--- src/hdl/mft_ram.sv ---
`timescale 1ns / 1ps
`default_nettype none
// ----------------------------------------------------------------------------
// mft_ram
// Generic single-port-write, single-port-read RAM with a registered read.
// The read data holds its value while the read enable is low.
// ----------------------------------------------------------------------------
module mft_ram #(
  parameter int WIDTH = 8,
  parameter int DEPTH = 64
) (
  input  wire logic                     clk,
  input  wire logic                     wr_en,
  input  wire logic [$clog2(DEPTH)-1:0] wr_addr,
  input  wire logic [WIDTH-1:0]         wr_data,
  input  wire logic                     rd_en,
  input  wire logic [$clog2(DEPTH)-1:0] rd_addr,
  output logic      [WIDTH-1:0]         rd_data
);

  logic [WIDTH-1:0] mem_r [DEPTH];
  logic [WIDTH-1:0] rd_data_r;

  // Write port.
  always_ff @(posedge clk) begin
    if (wr_en) begin
      mem_r[wr_addr] <= wr_data;
    end
  end

  // Registered read port.
  always_ff @(posedge clk) begin
    if (rd_en) begin
      rd_data_r <= mem_r[rd_addr];
    end
  end

  assign rd_data = rd_data_r;

endmodule
`default_nettype wire

--- config.mk ---
export PLATFORM = sky130hd
export DESIGN_NAME = mft_ram
export DESIGN_NICKNAME = d
export VERILOG_FILES = /design/src/hdl/mft_ram.sv
export SDC_FILE = /design/constraint.sdc
export NUM_CORES = 1
export LEC_CHECK = 0
export BUFFER_PORTS_ARGS = -buffer_cell sky130_fd_sc_hd__buf_2
export CORE_UTILIZATION = 65
export DETAILED_ROUTE_END_ITERATION = 7
export HOLD_SLACK_MARGIN = 0.12
export PLACE_DENSITY = 0.82
export SLEW_MARGIN = 20
export SYNTH_ARGS = -nofsm -noshare
export SYNTH_HDL_FRONTEND = slang
export SYNTH_SLANG_ARGS = --single-unit
--- constraint.sdc ---
create_clock -name clk -period 5 [get_ports clk]
set_input_delay 1 -clock clk [delete_from_list [all_inputs] [get_ports clk]]
set_output_delay 1 -clock clk [all_outputs]
set_load 0.05 [all_outputs]
# ---- After elaboration in Yosys (flattened, before gate mapping)
# Memory sizes are Yosys's and may differ from the RTL's. A register that Yosys moved wholly into a read port is not among the register bits.
# Index checks and enable logic that the tools add are counted.
dict set report op_classes {
  mux 2
}
# op n
set op_table {}
lappend op_table {{$mux 1} 2}
dict set report totals {
  reg_bits 0
  ramBits 512
  input_bits 23
  output_inout_bits 8
  mem_count 1
}
# memory words word_bits read_ports rd_ports_with_merged_regs wr line_no
set memory_table {}
lappend memory_table {mem_r 64 8 1 1 1 21} ;# logic [WIDTH-1:0] mem_r [DEPTH];

# ---- Depth between registers and ports, before layout
dict set report logic_depth {
  depth_word 2
  depth_mapped 9
  mapped_depth_nobuf 5
}

# ---- Least setup slack after synthesis
# OpenSTA, ideal clock, no wires.
dict set report synth_timing {
  path_type {in2reg}
  start {input rd_addr[1]}
  end {register rd_data_r[3] (netlist: rd_data[3]), read port of mem_r, data pin}
  setup_time_ns 0.266
  arrival_time_ns 2.540
  required_time_ns 4.734
  slack_ns 2.194
  path_stages 7
  n_path_buf 3
  path_cell_list {buf_4 > buf_2 > buf_2 > mux4_2 > mux4_2 > o21ai_1 > o41ai_1}
}
# item line_no
set synth_rtl {}
lappend synth_rtl {{start: declaration} 17} ;# input wire logic [$clog2(DEPTH)-1:0] rd_addr,
lappend synth_rtl {{end: declaration} 22} ;# logic [WIDTH-1:0] rd_data_r;

==> results.yml <==
grt:
  grt_pass1_vias: 10100
  grt_antenna_before_repair: 0
  grt_overflow: 0
  grt_pass1_wl_um: 66800
  grtUsageTotal: 0.301
  grt_max_degree: 65
placement:
  dpl_cell_area_sq_mm: 0.0207
  hpwlAfterDp_um: 25900
  port_buffers: 30
  dpl.cell_count: 1328
  gp_congestion: 0.827
  pre_cts_ws_ps: 1310
logic_synthesis:
  synth_top_family_by_area: "multiplexers"
  syn_area_sq_mm: 0.0202
  synthXorXnorAreaFrac: 0
  yosys.area.top_type_share: 0.771
  synth.area.mux_share: 0.159
  synth_area_leaders: "edfxtp_1, mux4_2, nor2_1, mux2i_1, mux2_2"
  syn_area_per_cell_sq_um: 21.5
  synthDistinctLibCells: 39
  yosys.area.top_type: "edfxtp_1"
  syn_nets: 963
  synth-seq-cells: 520
  synth_common_cells: "edfxtp_1, mux4_2, nor2_1"
  synth.most_common_cell: "edfxtp_1"
  async_flop_share: 0
  synthAdderAreaFrac: 0
  ys_warn_count: 0
  synth-simple-area-share: 0.0337
  synth-compound-area-share: 0.0206
  synth_edf_count: 520
  synthCells: 940
  yosysSeqAreaShare: 0.771
  synthFlopType: "edfxtp_1"
cts:
  cts_hold_buf: 0
  cts_setup_buffers: 0
  clkTransAtPathRegs_ps: 70
  clock_latency_ps: 560
  clockRootBuffer: "clkbuf_16"
  numCtsBuffers: 48
  cts.repair.resized: 0
  tritoncts: "yes"
  htreeDepth: 2
  clockBufferDepth: 3
  cts.sinks: 520
floorplanning:
  ios: 31
  core_sq_mm: 0.0306
  die_area_sq_mm: 0.0319
  start_util: 0.662
  die_w_um: 178
  std_cell_rows: 64
  die_y_um: 178
power:
  power_density_mw_per_mm2: 409
  p_clk_frac: 0.420
  power.share.sequential: 0.530
  p_leak_nw: 6.97
  ir_worst_vdd_uv: 322
  intPower_mw: 7.30
  comb_power_share: 0.050
  switching_share: 0.203
  power.switching_mw: 1.86
layout:
  drive_above_1_share: 0.252
  utilization: 0.732
  n_fill_cell: 1652
  areaGrowthSynthToFinish_pct: 10.5
  fin_area_sq_mm: 0.0224
  fin_nets: 1005
  final_cells: 1414
run_status:
  outcome: "complete, no violations"
sta:
  setup-violations-final: 0
  fmax_ghz: 0.323
  finClkSkew_ps: 6.17
  fin_ws_ps: 1900
  fin_crit_sh: 0.619
  rsz0062_at_grt: "no"
  setup-tns-final_ps: 0
  hold_viol: 0
  max_slew_margin: 0.347
  period_needed_ps: 3100
  tightest_slew_ps: 975
  slew_violations: 0
flow_run:
  max_cap_viol_count: 0
detailed_routing:
  drc: 0
  wirelength_um: 45400
  wl_per_cell_um: 32.1
  num_vias: 9968
  dr.pass1.iters: 5
  drt_iter0_markers: 1381
  antenna_left: 0
  detail_route.vias_per_cell: 7.05
critical_path:
  cp_max_fo: 59
  reg2reg_slack_ps: 2720
  arrival_ps: 3400
  crit_required_ps: 5300
  cp-start-kind: "input pin"
  timing_worst_setup_path_type: "in2reg"
  crit_path_end_kind: "register"
hold_path:
  hold_path.class: "in2reg"
## registers in the layout (all words and copies together), names as in the netlist
signal	cells
mem_r	512
rd_data	8
## metrics by stage
| step | total power [mW] | hold slack (ps) |
|---|---|---|
| 2_1_floorplan | 5.21 | 797 |
| 3_3_place_gp | 5.37 | 897 |
| 3_5_place_dp | 5.39 | 930 |
| 4_1_cts | 9.17 | 789 |
| 5_1_grt | 9.36 | 802 |
| 6_report | 9.15 | 816 |
## power by group through the flow
stage	clock network (mW)	logic, mW	registers [mW]
after floorplan	0	0.257	4.95
after global placement	0	0.430	4.94
after detailed placement	0	0.444	4.94
after CTS	3.87	0.450	4.85
after global routing	4.03	0.476	4.85
final	3.85	0.457	4.85
## critical path: stages
cell,delay (ps)
clkbuf_8,510
buf_4,400
mux4_2,550
mux4_2,520
o21ai_0,260
nand2_1,90
## placed cells by master (no fill, tap or decap), drive strengths merged
cell type  instances
nand2b             7
edfxtp           520
mux4             126
a211oi             4
clkbuf            57
nand2             19
nand4b             1
clkinvlp           3
o221a              2
nand3             13
a21oi              3
nor3               7
o21a               2
o311ai             1
mux2              13
diode              1
nand4              2
o21ai              4
mux2i             23
and2               1
a2111oi            2
nor2              83
clkinv            16
o22ai              8
nor4               2
nor2b             14
a22oi              3
nand3b             3
o32ai              2
buf               42
o2111ai            3
a31oi              1
or3                1
o41ai              2
bufinv            10
o221ai             8
a221oi             6
o2bb2ai            3
## final cells by class
type	instances	area, sq um	area share
repair buffers	43	307	0.0137
clock buffers	56	1250	0.0560
diodes	1	2.50	0.000112
multi-input cells	369	4320	0.193
well taps	396	495	0.0221
flip-flops and latches	520	15600	0.698
clock inverters	29	395	0.0177
## logic make-up after synthesis
| group | after synthesis |
|---|---|
| simple gates | 153 |
| compound gates | 54 |
| flops | 520 |
| buf+inv | 51 |
| mux | 162 |
## per-layer routing
layer	up-vias	GRT usage	routed length [um]
li1	4019	-	-
met1	5132	0.408	16400
met2	677	0.483	22400
met3	140	0.0712	4780
met4	0	0.113	1760
met5	-	0	0
## path summary, 6_finish.rpt
check	cells after the start	endpoint	startpoint
hold / removal	1	rd_data[5]$_DFFE_PP_	rd_en
hold reg to reg	4	rd_data[7]$_DFFE_PP_	mem_r[0][7]$_DFFE_PP_
setup reg to reg	5	rd_data[6]$_DFFE_PP_	mem_r[21][6]$_DFFE_PP_
setup / recovery	6	rd_data[7]$_DFFE_PP_	rd_addr[0]
Power figures use the tool's default switching activity.
