<file path="src/hdl/mft_pkg.sv">
`timescale 1ns / 1ps
`default_nettype none
// ----------------------------------------------------------------------------
// mft_pkg
// Shared types and constants of the MAC forwarding table: operation codes,
// field widths, the reset value of the aging limit and the result record.
// ----------------------------------------------------------------------------
package mft_pkg;

  localparam int MAC_W     = 48;
  localparam int PORT_ID_W = 8;
  localparam int TIME_W    = 32;

  // Aging limit after reset, in seconds.
  localparam logic [TIME_W-1:0] MAX_AGE_RESET = 32'd300;

  // Table operations.
  typedef enum logic [1:0] {
    OP_LEARN   = 2'd0,
    OP_RESOLVE = 2'd1,
    OP_RELAY   = 2'd2,
    OP_DUMP    = 2'd3
  } op_t;

  // One result transaction as handed from the scan controller to the output.
  typedef struct packed {
    logic                 found;
    logic [MAC_W-1:0]     entry_mac;
    logic [PORT_ID_W-1:0] entry_port;
    logic                 entry_active;
    logic [TIME_W-1:0]    entry_time;
    logic                 relay;
    logic                 last;
  } mft_res_t;

endpackage
`default_nettype wire

</file>
<file path="src/hdl/mft_ctrl.sv">
`timescale 1ns / 1ps
`default_nettype none
// ----------------------------------------------------------------------------
// mft_ctrl
// Scan sequencer of the forwarding table. It walks the entry RAM one entry
// per cycle while no result is held, keeps the per-entry valid bits, ages
// entries during resolve, selects the learn target and produces result transactions.
// ----------------------------------------------------------------------------
module mft_ctrl #(
  parameter int TABLE_DEPTH = 64,
  parameter int PORT_BITS   = 8,
  parameter int ENTRY_W     = 89
) (
  input  wire logic                              clk,
  input  wire logic                              rst_n,
  // Item start and fields.
  input  wire logic                              start,
  input  wire logic [1:0]                        opcode,
  input  wire logic [mft_pkg::MAC_W-1:0]         mac,
  input  wire logic [mft_pkg::PORT_ID_W-1:0]     port_id,
  input  wire logic                              port_active,
  input  wire logic [mft_pkg::TIME_W-1:0]        now,
  input  wire logic [mft_pkg::TIME_W-1:0]        max_age,
  output logic                                   busy,
  // Entry RAM.
  output logic                                   ram_wr_en,
  output logic [$clog2(TABLE_DEPTH)-1:0]         ram_wr_addr,
  output logic [ENTRY_W-1:0]                     ram_wr_data,
  output logic                                   ram_rd_en,
  output logic [$clog2(TABLE_DEPTH)-1:0]         ram_rd_addr,
  input  wire logic [ENTRY_W-1:0]                ram_rd_data,
  // Result hand-off.
  input  wire logic                              out_free,
  output logic                                   res_load,
  output mft_pkg::mft_res_t                      res
);

  import mft_pkg::*;

  localparam int IW     = $clog2(TABLE_DEPTH);
  localparam int CW     = IW + 1;
  localparam int PORT_W = (PORT_BITS < PORT_ID_W) ? PORT_BITS : PORT_ID_W;

  // Entry layout in RAM: {mac, port, active, time}.
  localparam int TIME_LO = 0;
  localparam int ACT_BIT = TIME_W;
  localparam int PORT_LO = TIME_W + 1;
  localparam int MAC_LO  = TIME_W + 1 + PORT_W;

  typedef enum logic [1:0] {
    S_IDLE,
    S_SCAN,
    S_WRITE
  } state_t;

  state_t                   state_r, state_nxt;
  logic [TABLE_DEPTH-1:0]   valid_r, valid_nxt;
  logic [CW-1:0]            issue_r, issue_nxt;
  logic                     ev_vld_r, ev_vld_nxt;
  logic [IW-1:0]            ev_idx_r, ev_idx_nxt;
  logic                     found_r, found_nxt;
  logic [IW-1:0]            tgt_r, tgt_nxt;
  logic [TIME_W-1:0]        oldest_r, oldest_nxt;
  logic [IW-1:0]            oldest_idx_r, oldest_idx_nxt;
  logic                     emitted_r, emitted_nxt;
  op_t                      op_r, op_nxt;
  logic [MAC_W-1:0]         mac_r, mac_nxt;
  logic [PORT_W-1:0]        port_r, port_nxt;
  logic                     active_r, active_nxt;
  logic [TIME_W-1:0]        now_r, now_nxt;

  // Fields of the entry under evaluation.
  logic [MAC_W-1:0]  rd_mac;
  logic [PORT_W-1:0] rd_port;
  logic              rd_up;
  logic [TIME_W-1:0] rd_time;
  logic [TIME_W-1:0] age;
  logic              valid_e;
  logic              match;
  logic              aged;
  logic              res_hit;
  logic              relay_hit;
  logic              last_idx;
  logic              above;
  logic              emit;
  logic              hold;
  logic [IW-1:0]     wr_idx;
  mft_res_t          res_entry;

  assign rd_mac   = ram_rd_data[MAC_LO +: MAC_W];
  assign rd_port  = ram_rd_data[PORT_LO +: PORT_W];
  assign rd_up    = ram_rd_data[ACT_BIT];
  assign rd_time  = ram_rd_data[TIME_LO +: TIME_W];
  assign age      = now_r - rd_time;
  assign valid_e  = valid_r[ev_idx_r];
  assign match    = valid_e && (rd_mac == mac_r);
  assign aged     = valid_e && (now_r >= rd_time) && (age > max_age);
  assign res_hit  = match && !aged;
  assign relay_hit = match && (rd_port == port_r) && rd_up;
  assign last_idx = (ev_idx_r == IW'(TABLE_DEPTH - 1));
  assign wr_idx   = found_r ? tgt_r : oldest_idx_r;

  // Any valid entry above the one under evaluation decides the dump marker.
  always_comb begin
    above = 1'b0;
    for (int j = 0; j < TABLE_DEPTH; j++) begin
      if (valid_r[j] && (IW'(j) > ev_idx_r)) begin
        above = 1'b1;
      end
    end
  end

  // Result record built from the entry under evaluation.
  always_comb begin
    res_entry              = '0;
    res_entry.found        = 1'b1;
    res_entry.entry_mac    = rd_mac;
    res_entry.entry_port   = PORT_ID_W'(rd_port);
    res_entry.entry_active = rd_up;
    res_entry.entry_time   = rd_time;
  end

  // Decide whether the evaluated entry produces a result, and build it.
  always_comb begin
    emit = 1'b0;
    res  = '0;
    unique case (op_r)
      OP_LEARN: begin
        emit = 1'b0;
      end
      OP_RESOLVE: begin
        emit = ev_vld_r && (res_hit || last_idx);
        if (res_hit) begin
          res = res_entry;
        end
        res.last = 1'b1;
      end
      OP_RELAY: begin
        emit = ev_vld_r && (relay_hit || last_idx);
        if (relay_hit) begin
          res       = res_entry;
          res.relay = 1'b1;
        end
        res.last = 1'b1;
      end
      OP_DUMP: begin
        emit = ev_vld_r && (valid_e || (last_idx && !emitted_r));
        if (valid_e) begin
          res      = res_entry;
          res.last = !above;
        end else begin
          res.last = 1'b1;
        end
      end
      default: begin
        emit = 1'b0;
      end
    endcase
  end

  assign hold     = (state_r == S_SCAN) && emit && !out_free;
  assign res_load = (state_r == S_SCAN) && emit && !hold;
  assign busy     = (state_r != S_IDLE);

  // RAM access.
  assign ram_rd_en   = (state_r == S_SCAN) && !hold && (issue_r < CW'(TABLE_DEPTH));
  assign ram_rd_addr = issue_r[IW-1:0];
  assign ram_wr_en   = (state_r == S_WRITE);
  assign ram_wr_addr = wr_idx;
  assign ram_wr_data = {mac_r, port_r, active_r, now_r};

  // Next-state logic of the sequencer.
  always_comb begin
    state_nxt      = state_r;
    valid_nxt      = valid_r;
    issue_nxt      = issue_r;
    ev_vld_nxt     = ev_vld_r;
    ev_idx_nxt     = ev_idx_r;
    found_nxt      = found_r;
    tgt_nxt        = tgt_r;
    oldest_nxt     = oldest_r;
    oldest_idx_nxt = oldest_idx_r;
    emitted_nxt    = emitted_r;
    op_nxt         = op_r;
    mac_nxt        = mac_r;
    port_nxt       = port_r;
    active_nxt     = active_r;
    now_nxt        = now_r;
    unique case (state_r)
      S_IDLE: begin
        if (start) begin
          state_nxt      = S_SCAN;
          issue_nxt      = '0;
          ev_vld_nxt     = 1'b0;
          found_nxt      = 1'b0;
          oldest_nxt     = now;
          oldest_idx_nxt = '0;
          emitted_nxt    = 1'b0;
          op_nxt         = op_t'(opcode);
          mac_nxt        = mac;
          port_nxt       = port_id[PORT_W-1:0];
          active_nxt     = port_active;
          now_nxt        = now;
        end
      end
      S_SCAN: begin
        if (!hold) begin
          // Advance the read pipeline by one entry.
          ev_vld_nxt = ram_rd_en;
          ev_idx_nxt = ram_rd_addr;
          if (ram_rd_en) begin
            issue_nxt = issue_r + CW'(1);
          end
          if (ev_vld_r) begin
            unique case (op_r)
              OP_LEARN: begin
                // First matching entry wins; otherwise the strictly oldest.
                if (match && !found_r) begin
                  found_nxt = 1'b1;
                  tgt_nxt   = ev_idx_r;
                end
                if ((valid_e ? rd_time : '0) < oldest_r) begin
                  oldest_nxt     = valid_e ? rd_time : '0;
                  oldest_idx_nxt = ev_idx_r;
                end
                if (last_idx) begin
                  state_nxt  = S_WRITE;
                  ev_vld_nxt = 1'b0;
                end
              end
              OP_RESOLVE: begin
                if (aged) begin
                  valid_nxt[ev_idx_r] = 1'b0;
                end
              end
              OP_RELAY, OP_DUMP: begin
              end
              default: begin
              end
            endcase
            if (res_load) begin
              emitted_nxt = 1'b1;
              if (res.last) begin
                state_nxt  = S_IDLE;
                ev_vld_nxt = 1'b0;
              end
            end
          end
        end
      end
      S_WRITE: begin
        valid_nxt[wr_idx] = 1'b1;
        state_nxt         = S_IDLE;
      end
      default: begin
        state_nxt = S_IDLE;
      end
    endcase
  end

  // State and registers of the sequencer.
  always_ff @(posedge clk) begin
    if (!rst_n) begin
      state_r  <= S_IDLE;
      valid_r  <= '0;
      ev_vld_r <= 1'b0;
    end else begin
      state_r  <= state_nxt;
      valid_r  <= valid_nxt;
      ev_vld_r <= ev_vld_nxt;
    end
    issue_r      <= issue_nxt;
    ev_idx_r     <= ev_idx_nxt;
    found_r      <= found_nxt;
    tgt_r        <= tgt_nxt;
    oldest_r     <= oldest_nxt;
    oldest_idx_r <= oldest_idx_nxt;
    emitted_r    <= emitted_nxt;
    op_r         <= op_nxt;
    mac_r        <= mac_nxt;
    port_r       <= port_nxt;
    active_r     <= active_nxt;
    now_r        <= now_nxt;
  end

endmodule
`default_nettype wire

</file>
<file path="config.mk">
export PLATFORM = sky130hd
export DESIGN_NAME = mft_ctrl
export DESIGN_NICKNAME = d
export VERILOG_FILES = /design/src/hdl/mft_pkg.sv /design/src/hdl/mft_ctrl.sv
export SDC_FILE = /design/constraint.sdc
export NUM_CORES = 1
export LEC_CHECK = 0
export BUFFER_PORTS_ARGS = -buffer_cell sky130_fd_sc_hd__clkbuf_2
export CAP_MARGIN = 10
export CORE_AREA = 8 8 179 181
export CTS_CLUSTER_SIZE = 25
export DETAILED_ROUTE_END_ITERATION = 8
export DIE_AREA = 0 0 187 189
export PLACE_DENSITY_LB_ADDON = 0.15
export SYNTH_ARGS = -nofsm -noshare
export SYNTH_HDL_FRONTEND = slang
export SYNTH_SLANG_ARGS = --single-unit
</file>
<file path="constraint.sdc">
create_clock -name clk -period 25.2 [get_ports clk]
set_input_delay 7.56 -clock clk [delete_from_list [all_inputs] [get_ports clk]]
set_output_delay 7.56 -clock clk [all_outputs]
set_load 0.02 [all_outputs]
</file>
; ---- After elaboration in Yosys (flattened, before gate mapping)
; Cells that the tools add are included.
[totals]
ff_bits = 217
in_bits = 216
word_cells = 341
[op_classes]
add_sub_neg = 2
magnitude_cmp = 72
n_eq_ne = 18
n_mux = 124
bitwise_logic = 4
n_reduce_logical = 106
[op_table]
columns = operator, count
row1 = $pmux 92 s3, 1
row2 = $mux 64, 4
row3 = $gt 6x6->1 const A, 32
row4 = $mux 32, 6
row5 = $mux 92, 2
row6 = $pmux 64 s2, 1
row7 = $gt 5x6->1 const A, 16
row8 = $mux 91, 1
row9 = $logic_and 1x1->1, 82
row10 = $mux 1, 82
row11 = $and 64x64->64, 1
row12 = $not 64->64, 1
row13 = $or 64x64->64, 1
row14 = $pmux 32 s2, 1
row15 = $eq 48x48->1, 1
row16 = $gt 4x6->1 const A, 8
row17 = $mux 6, 6
row18 = $ge 32x32->1, 1
row19 = $gt 32x32->1, 1
row20 = $lt 32x32->1, 1
row21 = $sub 32x32->32, 1
row22 = $gt 3x6->1 const A, 4
row23 = $mux 7, 3
row24 = $reduce_and 5->1, 3
row25 = 29 further kinds, 66

; ---- Depth between registers and ports, before layout
; Gate-level depths: netlist of the first run.
[logic_depth]
depth_word = 74
ltp_mapped = 25

; ---- Worst setup path before layout of the first run
; OpenSTA, ideal clock, no wires.
[synth_path]
path_type = input to output
start = input ram_rd_data[5]
end = output ram_rd_en
arrival_ns = 11.864
slack_ns = 5.776
cell_stages = 22
n_path_buf = 0
cell_sequence = inv_1 -> ha_1 -> a211o_1 -> a21oi_1 -> a21boi_0 -> or3_1 -> a31o_2 -> a21oi_1 -> o221ai_1 -> a211oi_1 -> nor2_1 -> xor2_1 -> ha_1 -> nand2_1 -> nor3_1 -> and3_1 -> o31ai_1 -> a211o_1 -> o2111ai_1 -> nand2_1 -> a21o_1 -> nor2_1
[synth_via]
elab_chain_cells = 13
elab_cells_between_ends = 15
cone_classes = add/sub (1) / order compare (2) / mux (1) / reduce/logical (11)
[synth_rtl]
columns = element, line
row1 = "start, declared", mft_ctrl.sv:31  ; input wire logic [ENTRY_W-1:0] ram_rd_data,
row2 = $sub 32x32->32 / $ge 32x32->1 (equally long branches), "mft_ctrl.sv:94, mft_ctrl.sv:97"
row3 = $gt 32x32->1 / $logic_and 1x1->1 (equally long branches), mft_ctrl.sv:97  ; assign aged = valid_e && (now_r >= rd_time) && (age > max_age);
row4 = $logic_and 1x1->1 *, mft_ctrl.sv:97
row5 = $logic_not 1->1 *, mft_ctrl.sv:98  ; assign res_hit = match && !aged;
row6 = $logic_and 1x1->1 *, mft_ctrl.sv:98
row7 = $logic_or 1x1->1 *, mft_ctrl.sv:132  ; emit = ev_vld_r && (res_hit || last_idx);
row8 = $logic_and 1x1->1 *, mft_ctrl.sv:132
row9 = $pmux 1 s4 *, mft_ctrl.sv:127  ; unique case (op_r)
row10 = $logic_and 1x1->1 * (2 in a row), mft_ctrl.sv:161  ; assign hold = (state_r == S_SCAN) && emit && !out_free;
row11 = $logic_not 1->1 *, -
row12 = $logic_and 1x1->1 * (2 in a row), mft_ctrl.sv:166  ; assign ram_rd_en = (state_r == S_SCAN) && !hold && (issue_r < CW'(TABLE_DEPTH));
row13 = "end, declared", mft_ctrl.sv:29  ; output logic ram_rd_en,
; Mark *: on every way between the ends. The rest lies on a longest branch, timed or not.

==> flow_metrics.env, run 1 <==
export IMPL_synth_area_per_cell_sq_um=9.46
export IMPL_combinationalPowerShare_pct=21.9
export IMPL_cp_startpoint="ram_rd_data[5]"
export IMPL_synthTopCellsByArea="sky130_fd_sc_hd__edfxtp_1 31%, sky130_fd_sc_hd__dfxtp_1 9.3%, sky130_fd_sc_hd__ha_1 8.3%, sky130_fd_sc_hd__and3_1 4.4%, sky130_fd_sc_hd__xor2_1 3.5%"
export IMPL_pwr_share_clk_pct=37.3
export IMPL_worstPathArrival_ns=13.33
export IMPL_worstPathRequired_ns=17.64
export IMPL_maxSlewViolCount=0
export IMPL_grt_max_degree=127
export IMPL_min_period_over_period_pct=82.9
export IMPL_route_final_wire_length_mm=59.8
export IMPL_internal_power_mw=0.699
export IMPL_synthArstFlopShare_pct=0
export IMPL_power_static_leakage_nw=8.22
export IMPL_power_density_mw_per_mm2=57.3
export IMPL_dpl_cell_count=2270
export IMPL_outcome="finished clean"
export IMPL_post_route_cells_drive_above_1_share_pct=28.5
export IMPL_worst_hold_path_num_cells=2
export IMPL_ir_drop_mv=0.0433
export IMPL_slew_headroom_pct=7.19
export IMPL_yosysSeqAreaShare_pct=40.5
export IMPL_layout_overhead_on_the_synthesized_area_pct=22.6
export IMPL_grt_first_pass_wirelength_mm=88.8
export IMPL_die_x_um=187
export IMPL_reg2reg_setup_slack_ns=18.16
export IMPL_cts_repair_resized=0
export IMPL_ys_flop_type="sky130_fd_sc_hd__edfxtp_1"
export IMPL_rsz0062_at_grt="no"
export IMPL_top_level_ports=413
export IMPL_grt_pass1_vias=14100
export IMPL_register_clock_pin_slew_on_the_reported_worst_setup_and_hold_paths_ns=0.06
export IMPL_fill_cells=2620
export IMPL_crit_path_max_fanout=90
export IMPL_most_common_layout_cells="412 x sky130_fd_sc_hd__clkbuf_2, 150 x sky130_fd_sc_hd__edfxtp_1, 124 x sky130_fd_sc_hd__inv_1"
export IMPL_r2r_worst_path_cells=18
export IMPL_max_cap_violations=0
export IMPL_kind_of_capture_point_of_the_worst_setup_path="primary output"
export IMPL_clk_root_buffer_cell="sky130_fd_sc_hd__clkbuf_16"
export IMPL_critPathLaunchType="primary input"
export IMPL_clock_tree_htree_level_count=1
export IMPL_synth_warning_count=0
export IMPL_p_seq_share_pct=40.8
export IMPL_start_util_pct=49.3
export IMPL_post_cts_buffers=0
export IMPL_post_layout_nonfiller_instances=2319
export IMPL_worst_skew_pair_late_latency_ns=0.56
export IMPL_gp_routability_congestion=1.02
export IMPL_timing_final_hold_violations=0
export IMPL_finalClockSkew_ns=0.0216
export IMPL_antenna_violating_nets_post_route=0
export IMPL_cts_hold_repair_buffers=0
export IMPL_core_sq_mm=0.0292
export IMPL_floorplan_rows=63
export IMPL_drt_pass1_iter_count=6
export IMPL_cts_root_to_sink_buffers=3
export IMPL_post_synthesis_net_count=1837
export IMPL_chipHeight_um=189
export IMPL_cts_buffers_inserted=26
export IMPL_all_layer_gr_usage_pct=32.5
export IMPL_detailed_place_hpwl_mm=46.7
export IMPL_totalPowerFinal_mw=1.01
export IMPL_worst_hold_class="reg -> reg"
export IMPL_max_slew_worst_pin_slew_ns=1.38
export IMPL_netlist_area_sq_mm=0.0144
export IMPL_routed_wire_length_per_instance_um=25.8
export IMPL_final_common_cell="sky130_fd_sc_hd__clkbuf_2"
export IMPL_drc_errors=0
export IMPL_max_freq_ghz=0.0479
export IMPL_synth_edff_count=150
export IMPL_worstReg2RegEnd="oldest_idx_r[2]"
export IMPL_final_setup_viol_count=0
export IMPL_finalSetupTns_ns=0
export IMPL_proportion_of_total_power_due_to_net_switching_pct=31.0
export IMPL_tritoncts="done"
export IMPL_power_switching_mw=0.314
export IMPL_yosys_register_bits=217
export IMPL_synthesis_instances=1524
export IMPL_yosys_area_top_type="sky130_fd_sc_hd__edfxtp_1"
export IMPL_final_net_count=2221
export IMPL_regToRegStartpoint="ev_idx_r[0]"
export IMPL_portBuffers=412
export IMPL_yosysUniqueCellTypes=77
export IMPL_route_vias_total=14200
export IMPL_antenna_found_initial=4
export IMPL_drt_vias_per_instance=6.11
export IMPL_netlist_area_leader_share_pct=31.2
export IMPL_cts_sinks=217
export IMPL_grt_ovfl_total=0
export IMPL_worst_setup_path_type="in -> out"
export IMPL_dr_first_iter_drc_count=1419
export IMPL_worstSetupEndpoint="res[84]"
export IMPL_finalHoldWorstSlack_ns=0.500
export IMPL_finalCriticalPeriod_ns=20.89
export IMPL_design_die_area_sq_mm=0.0353
==> layout make-up <==
class / instances / area, sq um / area share, %
antenna: 2 / 5.00 / 0.0283
clock buffer: 38 / 744 / 4.21
clock inverter: 9 / 104 / 0.587
inverter: 126 / 475 / 2.69
multi-input combinational: 1107 / 7820 / 44.2
sequential: 217 / 5850 / 33.1
tap: 390 / 488 / 2.76
timing repair buffer: 430 / 2200 / 12.4
==> kinds of logic after synthesis <==
group | synth area share (%)
adders and majority gates | 8.54
xor gates and xnor gates | 5.53
buffers and inverters | 5.52
muxes | 5.52
and+or+nand+nor | 18.0
AOI/OAI and AO/OA | 16.4
DFF | 40.5
==> Yosys cell counts (13+ instances only) <==
library cell,n
sky130_fd_sc_hd__a21o_1,27
sky130_fd_sc_hd__a21oi_1,86
sky130_fd_sc_hd__and2_1,43
sky130_fd_sc_hd__and3_1,101
sky130_fd_sc_hd__clkbuf_1,59
sky130_fd_sc_hd__dfxtp_1,67
sky130_fd_sc_hd__edfxtp_1,150
sky130_fd_sc_hd__ha_1,96
sky130_fd_sc_hd__inv_1,126
sky130_fd_sc_hd__mux2_2,36
sky130_fd_sc_hd__nand2_1,120
sky130_fd_sc_hd__nand2b_1,13
sky130_fd_sc_hd__nand3_1,32
sky130_fd_sc_hd__nand4_1,26
sky130_fd_sc_hd__nor2_1,84
sky130_fd_sc_hd__nor3_1,16
sky130_fd_sc_hd__nor4_1,24
sky130_fd_sc_hd__o211ai_1,31
sky130_fd_sc_hd__o21ai_0,93
sky130_fd_sc_hd__o31ai_1,14
sky130_fd_sc_hd__xnor2_1,34
sky130_fd_sc_hd__xor2_1,57
==> registers in the layout, indices dropped and copies added (netlist names), 2 cells and up <==
name and cells:
issue_r 7, ev_idx_r 6, valid_r 64, mac_r 48, oldest_idx_r 6, tgt_r 6
op_r 2, oldest_r 32, now_r 32, port_r 8, state_r 2
==> how the worst min path moves through the flow <==
stage | from | endpoint | slack [ns]
2_1_floorplan | ev_idx_r[0] | tgt_r[0] | 0.43
3_3_place_gp | valid_r[29] | valid_r[29] | 0.48
3_5_place_dp | valid_r[29] | valid_r[29] | 0.49
4_1_cts | valid_r[29] | valid_r[29] | 0.50
5_1_grt | valid_r[63] | valid_r[63] | 0.52
6_report | valid_r[29] | valid_r[29] | 0.50
==> metrics by stage <==
stage          utilization [%]  setup WS [ns]  instance area [sq um]
6_report                  60.5           4.31                  17700
5_1_grt                   60.5           3.99                  17700
4_1_cts                   60.5           4.41                  17700
3_5_place_dp              57.5           4.46                  16800
3_3_place_gp              57.5           4.55                  16800
2_1_floorplan                -           5.78                  14400
==> per-layer routing <==
metal  global-route usage [%]  vias to the layer above  part of all wire, %
li1                         -                     6359                    -
met4                     8.49                        2                  2.5
met5                        0                        -                0.022
met1                     43.2                     6843                   42
met3                     7.36                      107                   10
met2                     52.8                      851                   46
==> power by group through the flow <==
| stage | clock network, mW | logic, mW | registers (mW) |
|---|---|---|---|
| floorplan | 0 | 0.130 | 0.427 |
| global placement | 0 | 0.216 | 0.420 |
| finish | 0.378 | 0.222 | 0.413 |
| CTS | 0.381 | 0.220 | 0.413 |
| detailed placement | 0 | 0.219 | 0.421 |
| global route | 0.394 | 0.242 | 0.415 |
==> critical path, stage by stage <==
cell and delay (ns):
sky130_fd_sc_hd__clkbuf_2 0.11, sky130_fd_sc_hd__inv_1 0.05, sky130_fd_sc_hd__ha_1 0.36, sky130_fd_sc_hd__a211o_1 0.32
sky130_fd_sc_hd__a21oi_1 0.26, sky130_fd_sc_hd__a21boi_0 0.15, sky130_fd_sc_hd__or3_1 0.39, sky130_fd_sc_hd__a31o_2 0.28
sky130_fd_sc_hd__a21oi_1 0.28, sky130_fd_sc_hd__o221ai_1 0.23, sky130_fd_sc_hd__a211oi_1 0.29, sky130_fd_sc_hd__nor2_1 0.09
sky130_fd_sc_hd__xor2_1 0.15, sky130_fd_sc_hd__ha_1 0.27, sky130_fd_sc_hd__nand2_1 0.09, sky130_fd_sc_hd__nor2_1 0.05
sky130_fd_sc_hd__a211oi_1 0.25, sky130_fd_sc_hd__o21ai_0 0.13, sky130_fd_sc_hd__nor3_1 0.28, sky130_fd_sc_hd__a211o_1 0.32
sky130_fd_sc_hd__nor3b_1 0.12, sky130_fd_sc_hd__o21ai_4 0.14, sky130_fd_sc_hd__buf_4 0.59, sky130_fd_sc_hd__and3_1 0.29
sky130_fd_sc_hd__clkbuf_2 0.18
Note: power is estimated with default switching activity, not from simulation.
==> run 2: changes to the inputs <==
Settings changed: ABC_AREA set to 1, CORE_AREA 8 8 179 181 to 8 8 183 185, DIE_AREA 0 0 187 189 to 0 0 191 193.
Clock period 25.2 ns to 21.6 ns, I/O delays scaled along.
==> flow_metrics.env, run 2 <==
export IMPL_kind_of_capture_point_of_the_worst_setup_path="primary output"
export IMPL_clock_tree_htree_level_count=1
export IMPL_synth_edff_count=150
export IMPL_post_cts_buffers=0
export IMPL_max_slew_worst_pin_slew_ns=1.17
export IMPL_floorplan_rows=65
export IMPL_cts_buffers_inserted=27
export IMPL_clk_root_buffer_cell="sky130_fd_sc_hd__clkbuf_16"
export IMPL_yosys_register_bits=217
export IMPL_max_cap_violations=0
export IMPL_worst_setup_path_type="in -> out"
export IMPL_all_layer_gr_usage_pct=30.9
export IMPL_grt_max_degree=69
export IMPL_maxSlewViolCount=0
export IMPL_antenna_found_initial=1
export IMPL_ir_drop_mv=0.0705
export IMPL_worst_hold_class="reg -> reg"
export IMPL_post_route_cells_drive_above_1_share_pct=20.6
export IMPL_regToRegStartpoint="now_r[0]"
export IMPL_slew_headroom_pct=21.1
export IMPL_synthesis_instances=2033
export IMPL_final_standard_cell_area_without_fillers_sq_mm=0.0182
export IMPL_fill_cells=2996
export IMPL_drc_errors=0
export IMPL_detailed_place_hpwl_mm=46.1
export IMPL_ys_flop_type="sky130_fd_sc_hd__edfxtp_1"
export IMPL_critPathMostFrequentCell="sky130_fd_sc_hd__nand2_1"
export IMPL_dpl_cell_area_sq_mm=0.0173
export IMPL_timing_final_hold_violations=0
export IMPL_worst_hold_path_endpoint="valid_r[0]"
export IMPL_register_clock_pin_slew_on_the_reported_worst_setup_and_hold_paths_ns=0.05
export IMPL_most_common_layout_cells="430 x sky130_fd_sc_hd__nand2_1, 412 x sky130_fd_sc_hd__clkbuf_2, 315 x sky130_fd_sc_hd__inv_1"
export IMPL_yosys_cell_count_top_type="sky130_fd_sc_hd__nand2_1"
export IMPL_portBuffers=412
export IMPL_route_vias_total=15400
export IMPL_critPathLaunchType="primary input"
export IMPL_drt_pass1_iter_count=7
export IMPL_grt_first_pass_wirelength_mm=87.9
export IMPL_final_setup_viol_count=0
export IMPL_synthTopCellsByArea="sky130_fd_sc_hd__edfxtp_1 30%, sky130_fd_sc_hd__nand2_1 11%, sky130_fd_sc_hd__dfxtp_1 8.9%, sky130_fd_sc_hd__ha_1 8.0%, sky130_fd_sc_hd__inv_1 7.9%"
export IMPL_finalSetupTns_ns=0
export IMPL_crit_path_max_incr_delay_ns=0.59
export IMPL_yosys_area_top_type="sky130_fd_sc_hd__edfxtp_1"
export IMPL_chipHeight_um=193
export IMPL_grt_pass1_vias=15200
export IMPL_tritoncts="done"
export IMPL_die_x_um=191
export IMPL_crit_path_max_fanout=48
export IMPL_n_antenna_cell=0
export IMPL_synthArstFlopShare_pct=0
export IMPL_r2r_worst_path_cells=31
export IMPL_outcome="finished clean"
export IMPL_dr_first_iter_drc_count=1314
export IMPL_largest_register_ffs=64
export IMPL_worstPathRequired_ns=15.12
export IMPL_cts_root_to_sink_buffers=3
export IMPL_worstPathArrival_ns=12.22
export IMPL_holdCritStartpoint="valid_r[0]"
export IMPL_reg2reg_setup_slack_ns=14.89
export IMPL_finalClockSkew_ns=0.00945
export IMPL_worstReg2RegEnd="valid_r[40]"
export IMPL_final_common_cell="sky130_fd_sc_hd__nand2_1"
export IMPL_finalCriticalPeriod_ns=18.70
export IMPL_rsz0062_at_grt="no"
export IMPL_synth_area_per_cell_sq_um=7.41
export IMPL_top_level_ports=413
export IMPL_cts_repair_resized=0
export IMPL_grt_ovfl_total=0
export IMPL_design_die_area_sq_mm=0.0369
export IMPL_start_util_pct=48.9
export IMPL_netlist_area_sq_mm=0.0151
export IMPL_post_synthesis_net_count=2346
export IMPL_gp_routability_congestion=1.01
export IMPL_netlist_area_leader_share_pct=29.9
export IMPL_power_density_mw_per_mm2=79.8
export IMPL_power_static_leakage_nw=9.02
export IMPL_core_sq_mm=0.0308
export IMPL_cts_sinks=217
export IMPL_routed_wire_length_per_instance_um=20.8
export IMPL_top_regs="valid_r (64), mac_r (48)"
export IMPL_min_period_over_period_pct=86.6
export IMPL_yosysUniqueCellTypes=50
export IMPL_synthTopCellsByCount="430 x sky130_fd_sc_hd__nand2_1, 316 x sky130_fd_sc_hd__inv_1, 247 x sky130_fd_sc_hd__nor2_1"
export IMPL_crit_slowest_cell="sky130_fd_sc_hd__inv_2"
export IMPL_worst_skew_pair_late_latency_ns=0.55
export IMPL_yosysSeqAreaShare_pct=38.8
export IMPL_antenna_violating_nets_post_route=0
export IMPL_layout_overhead_on_the_synthesized_area_pct=20.9
export IMPL_synth_warning_count=0
export IMPL_cts_hold_repair_buffers=0
export IMPL_final_net_count=2730
export IMPL_drt_vias_per_instance=5.43
export IMPL_max_freq_ghz=0.0535
export IMPL_worst_hold_path_num_cells=2
export IMPL_registers_top_by_ff_count="valid_r"
export IMPL_route_final_wire_length_mm=59.1
==> run 2: cells by family (layout without fill, tap and decap cells) <==
logic type / Yosys count / count (layout) / synth area share (%)
compound gates: 434 / 434 / 16.0
xor+xnor: 69 / 69 / 4.01
flops: 217 / 217 / 38.8
simple gates: 821 / 821 / 22.2
fa+ha+maj: 97 / 97 / 8.10
buf+inv: 395 / 800 / 11.0
==> run 2: worst max-delay path: cells and delay by family <==
family,cells,cell delay [ns]
AO/OA/AOI/OAI,7,1.73
AND/OR/NAND/NOR,12,1.29
XOR/XNOR,1,0.10
buffers and inverters,9,1.75
adder cells (fa/ha/maj),3,0.81
==> run 2: per-layer routing <==
layer	GRT usage [%]	up-vias	wire [um]
li1	-	7483	-
met1	35.8	7076	22500
met2	54.3	718	29100
met3	7.91	135	5280
met4	11.5	2	2270
met5	0	-	9
==> run 2: report_power, final <==
part | internal [mW] | switching [mW] | total, mW
registers | 0.502 | 0.0328 | 0.535
clock network | 0.279 | 0.184 | 0.463
logic | 0.145 | 0.312 | 0.457
total | 0.926 | 0.529 | 1.46
==> run 2: worst max path at each step <==
stage | from | to | slack [ns]
global placement | ram_rd_data[0] | res[3] | 3.04
floorplan | ram_rd_data[0] | res[10] | 4.56
global route | ram_rd_data[0] | res[75] | 2.26
finish | ram_rd_data[0] | res[75] | 2.90
detailed placement | ram_rd_data[0] | res[3] | 2.90
CTS | ram_rd_data[0] | res[3] | 2.89
==> run 2: stage by stage <==
step	utilization (%)	std cells	hold slack, ns	setup WS (ns)	power, mW
after floorplan	-	2033	0.428	4.56	0.845
after global placement	56.2	2790	0.457	3.04	0.986
after global routing	59.1	2840	0.483	2.26	1.53
after CTS	59.1	2840	0.469	2.89	1.46
final	59.1	2840	0.472	2.90	1.46
after detailed placement	56.2	2790	0.461	2.90	0.994
==> run 2: layout make-up <==
cell class | instances | area, sq um | area share, %
Multi-Input combinational cell | 1421 | 7600 | 41.7
Sequential cell | 217 | 5850 | 32.1
Tap cell | 402 | 503 | 2.76
Clock buffer | 39 | 761 | 4.17
Inverter | 326 | 1230 | 6.74
Clock inverter | 11 | 135 | 0.741
Timing Repair Buffer | 424 | 2150 | 11.8
